===== src/hw/rtl/edan_pkg.sv =====
// Shared types and constants for the echo distance average and notify unit.
// No dependencies; every other file imports this package.
`timescale 1ns / 1ps

package edan_pkg;

  localparam int unsigned EchoW   = 16;
  localparam int unsigned NowW    = 32;
  localparam int unsigned DistW   = 19;
  localparam int unsigned IntvW   = 16;
  localparam int unsigned ScaleW  = 12;
  localparam int unsigned ProdW   = EchoW + ScaleW;
  localparam int unsigned RawFrac = 8;
  localparam int unsigned ApbDataW = 32;
  localparam int unsigned ApbAddrW = 4;

  localparam logic [DistW-1:0]  RawMax          = {DistW{1'b1}};
  localparam logic [DistW-1:0]  ThresholdReset  = DistW'(7680);
  localparam logic [IntvW-1:0]  IntervalReset   = IntvW'(1000);
  localparam logic [ScaleW-1:0] ScaleReset      = ScaleW'(1114);

  typedef enum logic [1:0] {
    REG_NEAR_THRESHOLD  = 2'd0,
    REG_NOTIFY_INTERVAL = 2'd1,
    REG_SPEED_SCALE     = 2'd2
  } reg_idx_e;

endpackage


===== src/hw/rtl/echo_distance_average_notify_unit.sv =====
// Echo distance unit: converts echo time to distance, averages it over a window and raises
// a rate-limited notify flag. The block takes one item per clock cycle unless back-pressure
// from m_axis_tready stalls the pipeline; each item passes through the product, sum, divide
// and output registers in turn. The running-sum update and the last-notify timer each feed
// back on their own register, which sets that rate. The window is a chain of WINDOW sample
// cells that shifts once per item and starts as all zeros. Depends on edan_pkg and edan_cell.
`timescale 1ns / 1ps

module echo_distance_average_notify_unit
  import edan_pkg::*;
#(
  parameter int unsigned WINDOW = 10
) (
  input  logic                clk_i,
  input  logic                rst_ni,
  // APB configuration port
  input  logic                psel,
  input  logic                penable,
  input  logic                pwrite,
  input  logic [ApbAddrW-1:0] paddr,
  input  logic [ApbDataW-1:0] pwdata,
  output logic [ApbDataW-1:0] prdata,
  output logic                pready,
  // Input items
  input  logic                s_axis_tvalid,
  output logic                s_axis_tready,
  input  logic [47:0]         s_axis_tdata,  // echo_us[15:0], now_ms[47:16]
  input  logic                s_axis_tuser,  // link_up
  // Result items
  output logic                m_axis_tvalid,
  input  logic                m_axis_tready,
  output logic [39:0]         m_axis_tdata,  // raw_distance[18:0], smooth_distance[37:19]
  output logic                m_axis_tuser   // send_now
);

  localparam int unsigned LogW      = $clog2(WINDOW);
  localparam int unsigned SumW      = DistW + LogW;
  localparam int unsigned RecipW    = SumW + 1;
  localparam int unsigned QProdW    = SumW + RecipW;
  localparam int unsigned QShift    = SumW + LogW;
  localparam logic [63:0] RecipFull = ((64'd1 << QShift) + 64'(WINDOW) - 64'd1) / 64'(WINDOW);
  localparam logic [RecipW-1:0] Recip = RecipFull[RecipW-1:0];

  // Configuration registers
  logic [DistW-1:0]  thr_q;
  logic [IntvW-1:0]  intv_q;
  logic [ScaleW-1:0] scale_q;
  logic              cfg_wr;
  reg_idx_e          cfg_idx;

  assign pready  = 1'b1;
  assign cfg_wr  = psel && penable && pwrite && pready;
  assign cfg_idx = reg_idx_e'(paddr[3:2]);

  always_ff @(posedge clk_i or negedge rst_ni) begin
    if (!rst_ni) begin
      thr_q   <= ThresholdReset;
      intv_q  <= IntervalReset;
      scale_q <= ScaleReset;
    end else if (cfg_wr) begin
      unique case (cfg_idx)
        REG_NEAR_THRESHOLD:  thr_q   <= pwdata[DistW-1:0];
        REG_NOTIFY_INTERVAL: intv_q  <= pwdata[IntvW-1:0];
        REG_SPEED_SCALE:     scale_q <= pwdata[ScaleW-1:0];
        default: ;
      endcase
    end
  end

  always_comb begin
    unique case (cfg_idx)
      REG_NEAR_THRESHOLD:  prdata = ApbDataW'(thr_q);
      REG_NOTIFY_INTERVAL: prdata = ApbDataW'(intv_q);
      REG_SPEED_SCALE:     prdata = ApbDataW'(scale_q);
      default:             prdata = '0;
    endcase
  end

  // Pipeline handshake
  logic v1_q, v2_q, v3_q, v4_q;
  logic rdy1, rdy2, rdy3, rdy4;
  logic ld1, ld2, ld3, ld4;

  assign rdy4 = !v4_q || m_axis_tready;
  assign rdy3 = !v3_q || rdy4;
  assign rdy2 = !v2_q || rdy3;
  assign rdy1 = !v1_q || rdy2;
  assign s_axis_tready = rdy1;

  assign ld1 = s_axis_tvalid && rdy1;
  assign ld2 = v1_q && rdy2;
  assign ld3 = v2_q && rdy3;
  assign ld4 = v3_q && rdy4;

  always_ff @(posedge clk_i or negedge rst_ni) begin
    if (!rst_ni) begin
      v1_q <= 1'b0;
      v2_q <= 1'b0;
      v3_q <= 1'b0;
      v4_q <= 1'b0;
    end else begin
      if (rdy1) v1_q <= s_axis_tvalid;
      if (rdy2) v2_q <= v1_q;
      if (rdy3) v3_q <= v2_q;
      if (rdy4) v4_q <= v3_q;
    end
  end

  // Stage 1: echo time times speed scale
  logic [ProdW-1:0] prod1_q;
  logic [NowW-1:0]  now1_q;
  logic             link1_q;

  always_ff @(posedge clk_i) begin
    if (ld1) begin
      prod1_q <= ProdW'(s_axis_tdata[EchoW-1:0]) * ProdW'(scale_q);
      now1_q  <= s_axis_tdata[EchoW +: NowW];
      link1_q <= s_axis_tuser;
    end
  end

  // Stage 2: saturate, shift the window chain and update the running sum
  logic [ProdW-RawFrac-1:0] raw_wide;
  logic [DistW-1:0]         raw;
  logic [DistW-1:0]         chain [WINDOW+1];
  logic [SumW-1:0]          sum_q;
  logic [SumW-1:0]          sum_d;
  logic [DistW-1:0]         raw2_q;
  logic [NowW-1:0]          now2_q;
  logic                     link2_q;

  assign raw_wide = prod1_q[ProdW-1:RawFrac];
  assign raw      = raw_wide[DistW] ? RawMax : raw_wide[DistW-1:0];
  assign chain[0] = raw;

  for (genvar k = 0; k < WINDOW; k++) begin : g_cell
    edan_cell u_cell (
      .clk_i    (clk_i),
      .rst_ni   (rst_ni),
      .shift_i  (ld2),
      .sample_i (chain[k]),
      .sample_o (chain[k+1])
    );
  end

  assign sum_d = sum_q - SumW'(chain[WINDOW]) + SumW'(raw);

  always_ff @(posedge clk_i or negedge rst_ni) begin
    if (!rst_ni) begin
      sum_q <= '0;
    end else if (ld2) begin
      sum_q <= sum_d;
    end
  end

  always_ff @(posedge clk_i) begin
    if (ld2) begin
      raw2_q  <= raw;
      now2_q  <= now1_q;
      link2_q <= link1_q;
    end
  end

  // Stage 3: divide the sum by the window through a reciprocal product
  logic [QProdW-1:0] qprod3_q;
  logic [DistW-1:0]  raw3_q;
  logic [NowW-1:0]   now3_q;
  logic              link3_q;

  always_ff @(posedge clk_i) begin
    if (ld3) begin
      qprod3_q <= QProdW'(sum_q) * QProdW'(Recip);
      raw3_q   <= raw2_q;
      now3_q   <= now2_q;
      link3_q  <= link2_q;
    end
  end

  // Stage 4: threshold and notify timer, output register
  logic [DistW-1:0] smooth;
  logic [NowW-1:0]  elapsed;
  logic             send;
  logic [NowW-1:0]  last_send_q;
  logic [DistW-1:0] raw4_q;
  logic [DistW-1:0] smooth4_q;
  logic             send4_q;

  assign smooth  = qprod3_q[QShift +: DistW];
  assign elapsed = now3_q - last_send_q;
  assign send    = link3_q && (smooth < thr_q) && (elapsed >= NowW'(intv_q));

  always_ff @(posedge clk_i or negedge rst_ni) begin
    if (!rst_ni) begin
      last_send_q <= '0;
    end else if (ld4 && send) begin
      last_send_q <= now3_q;
    end
  end

  always_ff @(posedge clk_i) begin
    if (ld4) begin
      raw4_q    <= raw3_q;
      smooth4_q <= smooth;
      send4_q   <= send;
    end
  end

  assign m_axis_tvalid = v4_q;
  assign m_axis_tdata  = {2'b00, smooth4_q, raw4_q};
  assign m_axis_tuser  = send4_q;

endmodule


===== src/hw/rtl/edan_cell.sv =====
// One sample cell of the averaging window shift chain.
// Depends on edan_pkg for the distance width.
`timescale 1ns / 1ps

module edan_cell
  import edan_pkg::*;
(
  input  logic             clk_i,
  input  logic             rst_ni,
  input  logic             shift_i,
  input  logic [DistW-1:0] sample_i,
  output logic [DistW-1:0] sample_o
);

  logic [DistW-1:0] sample_q;
  logic [DistW-1:0] sample_d;

  assign sample_d = shift_i ? sample_i : sample_q;

  always_ff @(posedge clk_i or negedge rst_ni) begin
    if (!rst_ni) begin
      sample_q <= '0;
    end else begin
      sample_q <= sample_d;
    end
  end

  assign sample_o = sample_q;

endmodule


===== config.mk =====
export PLATFORM = sky130hd
export DESIGN_NAME = echo_distance_average_notify_unit
export DESIGN_NICKNAME = d
export VERILOG_FILES = /design/src/hw/rtl/edan_pkg.sv /design/src/hw/rtl/echo_distance_average_notify_unit.sv /design/src/hw/rtl/edan_cell.sv
export SDC_FILE = /design/constraint.sdc
export NUM_CORES = 2
export LEC_CHECK = 0
export BUFFER_PORTS_ARGS = -buffer_cell sky130_fd_sc_hd__buf_2
export CORE_MARGIN = 1
export CORE_UTILIZATION = 45
export CTS_CLUSTER_SIZE = 30
export DETAILED_ROUTE_END_ITERATION = 16
export PLACE_DENSITY_LB_ADDON = 0.05
export SYNTH_ARGS = -nofsm -noshare
export SYNTH_HDL_FRONTEND = slang
export SYNTH_SLANG_ARGS = --single-unit

===== constraint.sdc =====
create_clock -name clk_i -period 14.35 [get_ports clk_i]
set_input_delay 2.1525 -clock clk_i [delete_from_list [all_inputs] [get_ports clk_i]]
set_output_delay 2.1525 -clock clk_i [all_outputs]
set_load 0.005 [all_outputs]

==> impl_metrics.py <==
metrics = {
    "outcome": {
        "status": "complete, no violations",
    },
    "yosys": {
        "async_reset_ff_share_pct": 57.9,
        "ys.flop_type": "dfrtp_1",
        "yosys.area.top_type": "dfrtp_1",
        "synth_xor_area_share_pct": 1.93,
        "synth_area_leaders": "dfrtp_1, edfxtp_1, fa_1",
        "netlist.area_leader.share_pct": 20.2,
        "synthSimpleGateAreaFrac_pct": 12.1,
        "synth_cells": 3266,
        "muxShareOfSynthArea_pct": 3.59,
        "ys_warn_count": 0,
        "synthAdderAreaFrac_pct": 29.8,
        "syn_area_per_cell_um2": 10.7,
        "synth_compound_area_share_pct": 5.60,
        "syn_area_mm2": 0.0349,
        "synth_cell_type_count": 76,
        "synth_top_family_by_area": "adder cells",
        "ys_ff_latch": 511,
        "synth-edff-count": 215,
        "yosysSeqAreaShare_pct": 39.8,
    },
    "sta": {
        "setup_viol": 0,
        "slew_headroom_pct": 22.2,
        "max_freq_mhz": 123,
        "maxSlewViolCount": 0,
        "finalClockSkew_ns": 0.0385,
        "period_share_pct": 56.8,
        "rsz0062_at_grt": "false",
        "tightest_slew_ns": 1.17,
        "hold_viol": 0,
        "fin_tns_setup_ns": 0,
        "min_period_ns": 8.16,
        "hold_slack_ns": 0.393,
    },
    "critical_path": {
        "reg2reg_slack_ns": 6.19,
        "r2r_end": "qprod3_q[45]",
        "cp-end-kind": "flop",
        "critPathLaunchType": "flop",
        "worstRegToRegCells": 25,
        "timing.rr.start": "sum_q[15]",
        "crit_arrival_ns": 8.52,
        "setup.worst_path.class": "flop to flop",
        "worstSetupStartpoint": "sum_q[15]",
        "cp-endpoint": "qprod3_q[45]",
        "required_ns": 14.72,
        "crit_fanout": 6,
    },
    "global_route": {
        "grt_pass1_vias": 23200,
        "grt_pass1_wl_mm": 128,
        "grt_usage_pct": 20.9,
        "antenna_found_initial": 1,
        "grt_start_max_net_pins": 183,
        "grt.overflow.total": 0,
    },
    "floorplan": {
        "dieArea_mm2": 0.0786,
        "die_h_um": 280,
        "die_w_um": 280,
        "initial_utilization_pct": 45.7,
        "coreArea_mm2": 0.0763,
        "io_pins": 168,
        "placementRows": 101,
    },
    "clock_tree": {
        "tritoncts": "done",
        "clockRootBuffer": "clkbuf_16",
        "postCtsHoldBufs": 0,
        "cts.path.max_buffers": 3,
        "clkTransAtPathRegs_ns": 0.06,
        "htreeDepth": 2,
        "post_cts_buffers": 0,
        "cts_buffers": 54,
        "cts_resized": 0,
        "clock-sinks": 511,
        "insertion_delay_ns": 0.61,
    },
    "placed_design": {
        "io_buffers": 136,
        "place_hpwl_mm": 60.4,
        "gp_congestion": 0.907,
    },
    "run": {
        "max_cap_viol_count": 0,
    },
    "layout": {
        "syn_to_final_growth_pct": 9.90,
        "fin_util_pct": 50.2,
        "num_antenna_cells": 0,
        "drive_above_1_share_pct": 11.1,
        "nNetsFinal": 4105,
    },
    "drt": {
        "drc": 0,
        "vias": 22100,
        "ant_nets": 0,
        "avgViaCountPerCell": 4.98,
        "drt-total-wl_mm": 79.4,
        "drt-pass1-iter-count": 5,
        "wire_per_inst_um": 17.9,
        "drt_iter0_drc": 1042,
    },
    "min_path": {
        "hold_class": "flop to flop",
    },
}
==> state kept, by name, indices dropped and copies added, names as in the netlist, 20 cells and up <==
signal / cells
last_send_q: 32
now1_q: 32
sum_q: 23
now2_q: 32
prod1_q: 20
now3_q: 32
g_cell.u_cell.sample_o: 190
==> worst min path at each step <==
stage	from	cells past startpoint	endpoint	slack (ns)
4_1_cts	link2_q	0	link3_q	0.39
3_5_place_dp	now1_q[18]	0	now2_q[18]	0.40
5_1_grt	link2_q	0	link3_q	0.40
6_report	link2_q	0	link3_q	0.39
2_1_floorplan	link1_q	0	link2_q	0.40
3_3_place_gp	raw2_q[18]	0	raw3_q[18]	0.40
==> metrics by stage <==
| step | instances | cell area (um2) | setup WS, ns |
|---|---|---|---|
| after floorplan | 3280 | 34900 | 6.97 |
| after global placement | 4337 | 36500 | 5.98 |
| after detailed placement | 4337 | 36500 | 5.96 |
| after CTS | 4439 | 38300 | 6.11 |
| after global routing | 4439 | 38300 | 5.52 |
| final | 4439 | 38300 | 6.19 |
==> cells in the mapped netlist (15+ instances only) <==
cell and n:
or2_2 22, nor2_1 70, inv_1 517, mux2i_1 19
buf_4 16, fa_1 302, mux2_2 52, xnor2_1 52
o21ai_0 96, nand2b_1 18, mux2_4 31, and2_1 59
clkbuf_1 95, nand2_1 710, edfxtp_1 215, nor3_1 23
ha_1 348, xor2_1 25, a21oi_1 69, a21o_1 42
dfstp_2 15, nand3_1 20, dfrtp_1 281, o21a_1 16
==> logic make-up after synthesis <==
kind of cell | count (synthesis)
xor+xnor | 77
simple gates | 987
fa+ha+maj | 650
mux | 103
compound gates | 299
other cells | 2
flops | 511
buf+inv | 637
==> critical path, stage by stage (launching register included) <==
cell and delay, ns:
dfrtp_1 0.49, inv_1 0.08, ha_1 0.28, inv_1 0.06, fa_1 0.55, inv_1 0.07
fa_1 0.54, inv_1 0.11, fa_1 0.62, inv_1 0.08, fa_1 0.51, fa_1 0.52
fa_1 0.56, inv_1 0.05, ha_1 0.32, a21oi_1 0.15, o21ai_0 0.14, a2111oi_0 0.76
o2111ai_1 0.56, nand3_1 0.25, a21oi_1 0.11, o2111ai_1 0.40, o31ai_1 0.19, a31o_2 0.27
a21oi_1 0.17, xnor2_1 0.08
==> final cells by class <==
cell class / count / area [um2]
clock inverters: 34 / 380
flip-flops and latches: 511 / 13900
multi-input cells: 2132 / 18600
repair buffers: 146 / 778
well taps: 1030 / 1290
inverters: 518 / 1950
clock buffers: 68 / 1470
fillers: 6971 / 38000
==> per-layer routing <==
metal	track usage, %	wire length, um	vias up
li1	-	-	10600
met1	29.1	36500	11000
met2	33.9	37200	343
met3	3.57	3660	101
met4	5.59	2080	0
met5	0	0	-
==> layout by cell type (no fill, tap or decap), types with 19 or more instances in the layout <==
cell type / synthesis / final
mux2_4: 31 / 31
nand3_1: 20 / 20
and2_1: 59 / 57
a21o_1: 42 / 42
ha_1: 348 / 348
xor2_1: 25 / 25
edfxtp_1: 215 / 215
mux2_2: 52 / 52
nand2_1: 710 / 709
a21oi_1: 69 / 69
xnor2_1: 52 / 52
clkbuf_16: 0 / 55
nor2_1: 70 / 70
dfrtp_1: 281 / 281
or2_2: 22 / 22
nor3_1: 23 / 23
mux2i_1: 19 / 19
o21ai_0: 96 / 96
inv_1: 517 / 517
fa_1: 302 / 302
buf_2: 1 / 135
Power is left out: the tool's default activity adds up to more than one toggle a clock period on the data nets, which glitch-free logic cannot reach.
